==> config.mk <==
export PLATFORM = sky130hd
export DESIGN_NAME = camera_blob_report_parser
export DESIGN_NICKNAME = d
export VERILOG_FILES = /design/src/cbrp_pkg.sv /design/src/cbrp_step.sv /design/src/camera_blob_report_parser.sv
export VERILOG_INCLUDE_DIRS = /design/src /design/src/src
export SDC_FILE = /design/constraint.sdc
export NUM_CORES = 1
export LEC_CHECK = 0
export BUFFER_PORTS_ARGS = -buffer_cell sky130_fd_sc_hd__buf_4
export CAP_MARGIN = 20
export CORE_AREA = 2 2 178 250
export CTS_CLUSTER_SIZE = 25
export DETAILED_ROUTE_END_ITERATION = 16
export DIE_AREA = 0 0 180 252
export GPL_TIMING_DRIVEN = 0
export PLACE_DENSITY = 0.49
export SKIP_CTS_REPAIR_TIMING = 1
export SKIP_LAST_GASP = 1
export SLEW_MARGIN = 20
export SYNTH_ARGS = -nofsm -noshare
export SYNTH_HDL_FRONTEND = slang
export SYNTH_SLANG_ARGS = --single-unit
==> constraint.sdc <==
create_clock -name clk_i -period 5.2 [get_ports clk_i]
set_input_delay 0.26 -clock clk_i [delete_from_list [all_inputs] [get_ports clk_i]]
set_output_delay 0.26 -clock clk_i [all_outputs]
set_load 0.01 [all_outputs]
==> src/camera_blob_report_parser_macros.svh <==
// Assertion macros for the camera report parser RTL.
`ifndef CAMERA_BLOB_REPORT_PARSER_MACROS_SVH
`define CAMERA_BLOB_REPORT_PARSER_MACROS_SVH

// Checked on every rising edge of clk_i, disabled while rst_ni is low.
`define CBRP_ASSERT(name, prop, msg) \
  name: assert property (@(posedge clk_i) disable iff (!rst_ni) (prop)) else $error(msg);

// Implication form: antecedent in a cycle, consequent checked in the next cycle.
`define CBRP_ASSERT_NEXT(name, ante, cons, msg) \
  name: assert property (@(posedge clk_i) disable iff (!rst_ni) (ante) |=> (cons)) \
    else $error(msg);

`endif

==> src/cbrp_pkg.sv <==
// Types, constants and helper functions for the camera report parser.
`timescale 1ns / 1ps
package cbrp_pkg;

  localparam int MAX_LINE   = 32;
  localparam int NUM_FIELDS = 5;

  localparam int KEPT_W  = 6;
  localparam int FIELD_W = 3;
  localparam int VAL_W   = 16;
  localparam int BYTE_W  = 8;

  localparam logic [BYTE_W-1:0] CH_CR    = 8'h0D;
  localparam logic [BYTE_W-1:0] CH_LF    = 8'h0A;
  localparam logic [BYTE_W-1:0] CH_SPACE = 8'h20;
  localparam logic [BYTE_W-1:0] CH_ZERO  = 8'h30;
  localparam logic [BYTE_W-1:0] CH_NINE  = 8'h39;
  localparam logic [BYTE_W-1:0] CH_G     = 8'h67;
  localparam logic [BYTE_W-1:0] CH_T     = 8'h74;

  localparam logic [BYTE_W-1:0] END_CHAR_RESET = CH_CR;

  typedef struct packed {
    logic [KEPT_W-1:0]                 kept_count;
    logic [BYTE_W-1:0]                 first_byte;
    logic [FIELD_W-1:0]                field_number;
    logic [VAL_W-1:0]                  digit_accum;
    logic                              collecting;
    logic                              fields_done;
    logic [NUM_FIELDS-1:0][VAL_W-1:0]  field_values;
    logic                              error_flag;
  } line_state_t;

  typedef struct packed {
    logic [BYTE_W-1:0] report_type;
    logic [VAL_W-1:0]  left_x;
    logic [VAL_W-1:0]  top_y;
    logic [VAL_W-1:0]  right_x;
    logic [VAL_W-1:0]  bottom_y;
    logic [BYTE_W-1:0] object_id;
    logic              error_seen;
    logic              cut_short;
  } report_t;

  // Clears everything that belongs to the current line; the error flag survives.
  function automatic line_state_t new_line(line_state_t s);
    line_state_t r;
    r = '0;
    r.error_flag = s.error_flag;
    return r;
  endfunction

  // Stores an open field's accumulator into its slot and closes the field.
  function automatic line_state_t close_field(line_state_t s);
    line_state_t r;
    r = s;
    if (s.collecting) begin
      for (int j = 0; j < NUM_FIELDS; j++) begin
        if (s.field_number == FIELD_W'(j + 1)) begin
          r.field_values[j] = s.digit_accum;
        end
      end
      if (s.field_number >= FIELD_W'(NUM_FIELDS)) begin
        r.fields_done = 1'b1;
      end
      r.collecting = 1'b0;
    end
    return r;
  endfunction

endpackage

==> src/cbrp_step.sv <==
// Next-state and report logic for one received byte.
`timescale 1ns / 1ps
module cbrp_step (
  input  cbrp_pkg::line_state_t state_i,
  input  logic [7:0]            rx_byte_i,
  input  logic                  line_error_i,
  input  logic [7:0]            end_char_i,
  output cbrp_pkg::line_state_t state_o,
  output logic                  emit_o,
  output cbrp_pkg::report_t     report_o
);
  import cbrp_pkg::*;

  logic        is_digit;
  logic        is_kept;
  logic [3:0]  digit;
  logic [BYTE_W-1:0] digit_full;
  line_state_t s;
  line_state_t closed;
  logic        emit;
  logic        cut;

  assign digit_full = rx_byte_i - CH_ZERO;
  assign digit      = digit_full[3:0];
  assign is_digit   = (rx_byte_i >= CH_ZERO) && (rx_byte_i <= CH_NINE);
  assign is_kept    = is_digit || (rx_byte_i == CH_G) || (rx_byte_i == CH_T) ||
                      (rx_byte_i == CH_SPACE) || (rx_byte_i == CH_CR) ||
                      (rx_byte_i == CH_LF);

  always_comb begin
    s    = state_i;
    emit = 1'b0;
    cut  = 1'b0;
    // a line error throws away the partial line, the byte starts a new one
    if (line_error_i) begin
      s = new_line(s);
      s.error_flag = 1'b1;
    end
    if (is_kept) begin
      if (s.kept_count == '0) begin
        s.first_byte = rx_byte_i;
      end
      if (rx_byte_i == end_char_i) begin
        emit = 1'b1;
      end else begin
        if (s.collecting && is_digit) begin
          // accum * 10 + digit, wrapping at 16 bits
          s.digit_accum = (s.digit_accum << 3) + (s.digit_accum << 1) +
                          {{(VAL_W-4){1'b0}}, digit};
        end else begin
          s = close_field(s);
          if ((rx_byte_i == CH_SPACE) && !s.fields_done &&
              (s.field_number < FIELD_W'(NUM_FIELDS))) begin
            s.field_number = s.field_number + FIELD_W'(1);
            s.digit_accum  = '0;
            s.collecting   = 1'b1;
          end
        end
        s.kept_count = s.kept_count + KEPT_W'(1);
        if (s.kept_count >= KEPT_W'(MAX_LINE)) begin
          emit = 1'b1;
          cut  = 1'b1;
        end
      end
    end
    closed = close_field(s);
    report_o.report_type = closed.first_byte;
    report_o.left_x      = closed.field_values[0];
    report_o.top_y       = closed.field_values[1];
    report_o.right_x     = closed.field_values[2];
    report_o.bottom_y    = closed.field_values[3];
    report_o.object_id   = closed.field_values[4][BYTE_W-1:0];
    report_o.error_seen  = closed.error_flag;
    report_o.cut_short   = cut;
    if (emit) begin
      s = new_line(closed);
      s.error_flag = 1'b0;
    end
    state_o = s;
    emit_o  = emit;
  end

endmodule

==> src/camera_blob_report_parser.sv <==
// Top level of the camera report parser: handshakes, line state and result register.
`timescale 1ns / 1ps
// Takes one received byte per item: the line state is updated by
// combinational logic at each accepted byte, so bytes can enter back
// to back. A finished report is registered at the edge that accepts the byte
// ending its line and is offered on the master side from the next cycle. While
// a report waits there with m_axis_tready low, s_axis_tready is low too, so the
// input stalls until the report is taken; with the receiver ready, a report
// leaves and the next byte enters in the same cycle. Lines end at end_char or
// after MAX_LINE kept bytes (cut_short set).
// No clearing pass after reset.
`include "camera_blob_report_parser_macros.svh"
module camera_blob_report_parser (
  input  logic        clk_i,
  input  logic        rst_ni,
  input  logic        cfg_we_i,
  input  logic [7:0]  cfg_wdata_i,          // end_char
  input  logic        s_axis_tvalid,
  output logic        s_axis_tready,
  input  logic [7:0]  s_axis_tdata,         // [7:0] rx_byte
  input  logic [0:0]  s_axis_tuser,         // [0] line_error
  output logic        m_axis_tvalid,
  input  logic        m_axis_tready,
  // [7:0] report_type, [23:8] left_x, [39:24] top_y, [55:40] right_x,
  // [71:56] bottom_y, [79:72] object_id
  output logic [79:0] m_axis_tdata,
  output logic [1:0]  m_axis_tuser          // [0] error_seen, [1] cut_short
);
  import cbrp_pkg::*;

  logic [BYTE_W-1:0] end_char_q;
  line_state_t       st_q;
  line_state_t       st_d;
  logic              emit;
  report_t           report_d;
  report_t           report_q;
  logic              out_valid_q;
  logic              accept;

  assign s_axis_tready = !out_valid_q || m_axis_tready;
  assign accept        = s_axis_tvalid && s_axis_tready;

  cbrp_step u_step (
    .state_i      (st_q),
    .rx_byte_i    (s_axis_tdata),
    .line_error_i (s_axis_tuser[0]),
    .end_char_i   (end_char_q),
    .state_o      (st_d),
    .emit_o       (emit),
    .report_o     (report_d)
  );

  always_ff @(posedge clk_i or negedge rst_ni) begin
    if (!rst_ni) begin
      end_char_q  <= END_CHAR_RESET;
      st_q        <= '0;
      out_valid_q <= 1'b0;
    end else begin
      if (cfg_we_i) begin
        end_char_q <= cfg_wdata_i;
      end
      if (accept) begin
        st_q <= st_d;
      end
      if (accept && emit) begin
        out_valid_q <= 1'b1;
      end else if (m_axis_tready) begin
        out_valid_q <= 1'b0;
      end
    end
  end

  always_ff @(posedge clk_i) begin
    if (accept && emit) begin
      report_q <= report_d;
    end
  end

  assign m_axis_tvalid = out_valid_q;
  assign m_axis_tdata  = {report_q.object_id, report_q.bottom_y, report_q.right_x,
                          report_q.top_y, report_q.left_x, report_q.report_type};
  assign m_axis_tuser  = {report_q.cut_short, report_q.error_seen};

  `CBRP_ASSERT(a_kept_below_limit, st_q.kept_count < KEPT_W'(MAX_LINE),
               "kept byte count reached the line limit without a report")
  `CBRP_ASSERT(a_field_range, st_q.field_number <= FIELD_W'(NUM_FIELDS),
               "field number beyond the last field")
  `CBRP_ASSERT(a_collect_open, !st_q.collecting || (st_q.field_number != '0),
               "collecting digits with no field open")
  `CBRP_ASSERT_NEXT(a_report_clears, accept && emit,
                    !st_q.error_flag && (st_q.kept_count == '0),
                    "line state not restarted after a report")

endmodule

==> metrics.md <==
| Metric | Value |
|---|---|
| Num CTS Buffers | 17 |
| Clock root cell | clkbuf_16 |
| Vias per inst | 5.01 |
| Syn Nets | 999 |
| Async set or reset register ratio after synthesis | 58.8% |
| Register area | 5390 µm² |
| First-pass GRT wire length | 51,900 µm |
| Fraction of layout cells with a size suffix above 1 | 19.3% |
| RSZ-0062 raised after global routing | false |
| Placeable Area | 42,900 µm² |
| Arrival time worst endpoint | 5.10 ns |
| I/O Pins | 106 |
| Syn-to-layout area delta | 20.1% |
| Minimum clock period | 4.86 ns |
| Fin nets | 1,122 |
| Largest net degree at the start of global routing | 88 |
| Die W | 180 µm |
| Commonest non-fill, non-tap cells in the layout | dfrtp_1, buf_4, a22o_1 |
| Final wirelength | 34,300 µm |
| DRT antenna net count | 0 |
| Number of global-route vias before repair | 8,149 |
| DRC errors left | 0 |
| Grt total ovfl | 0 |
| Htree depth | 4 |
| Area of the multi-input gates | 4810 µm² |
| # rows | 90 |
| DRT Pass-1 Iters | 5 |
| Initial antenna violation count | 0 |
| CP endpoint kind | register |
| Worst EP required | 5.44 ns |
| Period Utilization, post-route | 93.4% |
| Fmax achieved | 206 MHz |
| Routed len/inst | 21.0 µm |
| Vias | 8,187 |
| CTS Sinks | 199 |
| Crit Path Category | in2reg |
| Worst Hold Class | in2reg |
| Avg Cell Area, Syn | 11.3 µm² |
| Leakage Power | 4.97 nW |
| GRT Util Overall | 15.1% |
| Clock tree buffer depth | 2 |
| CTS tree | done |
| Startpoint Class | primary input |
| Worst skew pair latency | 0.46 ns |
| Yosys cell types | 76 |
| Critical path fanouts, max | 10 |
| 1st-iter DRT viols | 683 |
| IO Port Bufs | 99 |
| Cells after Synth | 946 |
| Initial Util | 24.9% |
| Hold_ws | 0.0336 ns |
| Number of synthesized flops with an enable pin | 82 |
| Layout Skew | 0.0116 ns |
| Setup TNS | 0 ns |
| Die area | 45,400 µm² |
| Yosys reg bits | 199 |
| HPWL Detailed | 25,200 µm |
| Final hold viol count | 0 |
| Post-Synthesis Cell Area | 10,700 µm² |
| Worst slew margin | 34.8% |
| Sequential area share after synthesis | 50.5% |
| Status | completed |
| VDD IR max | 0.222 mV |
| Max cap viols | 0 |
| Tightest Pin Transition | 0.978 ns |
| Commonest non-fill, non-tap cell in the layout | dfrtp_1 |
| Final setup viols | 0 |
| Max-slew violation count | 0 |
| Fill count | 4,423 |
| Top FF cell, synth | dfrtp_1 |
| Pwr dens | 246 nW/µm² |
| Global placer's final weighted congestion | 0.810 |
| CTS clock-pin slew for the worst setup and hold paths | 0.08 ns |
| Yosys warnings | 0 |
| Antenna cells | 0 |
| Chip height | 252 µm |
worst paths after layout:
kind | slack [ns] | from | depth (start not counted) | endpoint
max | 0.34 | s_axis_tuser | 15 | m_axis_tdata[23]$_DFFE_PP_
min | 0.03 | cfg_wdata_i[7] | 2 | end_char_q[7]$_DFFE_PN0P_
max reg2reg | 1.16 | st_q[85]$_DFFE_PN0P_ | 12 | m_axis_tdata[23]$_DFFE_PP_
min reg2reg | 0.49 | st_q[0]$_DFFE_PN0P_ | 2 | st_q[0]$_DFFE_PN0P_
max in group asynchronous | 4.17 | rst_ni | 3 | end_char_q[2]$_DFFE_PN1P_
min in group asynchronous | 0.25 | rst_ni | 2 | st_q[69]$_DFFE_PN0P_
report_power, final:
group          internal [mW]  switching (mW)  leakage [nW]  total [mW]
combinational         0.0495           0.118          2.38       0.167
clock                  0.678           0.664         0.277        1.34
sequential              1.64          0.0118          2.31        1.65
total                   2.37           0.794          4.97        3.16
synth_stat cells (8+ instances only):
cell type	number	share of area, %
a211oi_1	27	1.9
a21oi_1	44	2.1
a22o_1	83	6.8
a22oi_1	12	0.84
and2_1	10	0.59
buf_2	21	0.98
clkbuf_1	47	1.7
dfrtp_1	114	27
edfxtp_1	82	23
ha_1	30	3.5
inv_1	14	0.49
mux2_2	8	0.84
mux2i_1	54	5.1
nand2_1	48	1.7
nand2b_1	15	0.88
nor2_1	29	1.0
nor2b_1	23	1.3
nor3_1	8	0.38
nor3b_1	29	2.0
o21ai_0	64	3.0
o31ai_1	10	0.70
or3_1	34	2.0
xnor2_1	12	0.98
xor2_1	15	1.2
layer usage:
| metal | part of all wire, % | track usage [%] |
|---|---|---|
| met2 | 52 | 26.7 |
| met1 | 41 | 18.5 |
| met3 | 3.9 | 2.14 |
| met4 | 2.8 | 5.62 |
| met5 | 0 | 0 |
critical path: stages:
cell,delay (ns)
clkbuf_1,0.32
clkbuf_2,0.38
clkbuf_1,0.48
clkbuf_1,0.47
clkbuf_1,0.47
nor2b_1,0.17
ha_1,0.33
ha_1,0.35
a21o_1,0.20
a21oi_1,0.16
o21ai_0,0.19
a221oi_1,0.39
mux2i_1,0.42
a21oi_1,0.17
o21ai_0,0.34
cell type report:
type / count / area share [%]
Clock buffer: 18 / 3.35
Buffer: 83 / 3.39
Tap cell: 552 / 5.38
Sequential cell: 199 / 42.1
Clock inverter: 14 / 1.15
Inverter: 14 / 0.410
Multi-Input combinational cell: 650 / 37.5
Timing Repair Buffer: 104 / 6.73
logic make-up (layout without fill, tap and decap cells):
family | count (synthesis) | after routing | share of synthesized area [%]
simple gates | 237 | 237 | 13.2
buf+inv | 97 | 233 | 4.52
fa+ha+maj | 31 | 31 | 3.70
compound gates | 293 | 293 | 19.9
xor+xnor | 27 | 27 | 2.21
mux | 62 | 62 | 5.91
flops | 199 | 199 | 50.5
metrics by stage:
step / std cells / total power [mW] / setup slack, ns / util [%] / area [µm²]
after floorplan: 946 / 1.77 / 1.03 / - / 10700
after global placement: 1597 / 1.85 / -1.20 / 28.2 / 12100
after detailed placement: 1601 / 1.85 / -1.15 / 28.5 / 12200
after CTS: 1633 / 3.20 / -0.695 / 29.8 / 12800
after global routing: 1634 / 3.27 / 0.0320 / 29.9 / 12800
final: 1634 / 3.16 / 0.342 / 29.9 / 12800
registers in the layout, summed over array words and instances (netlist names):
register and count:
m_axis_tuser 2, end_char_q 8, m_axis_tdata 80, st_q 108, m_axis_tvalid 1
Note: power is estimated with default switching activity, not from simulation.
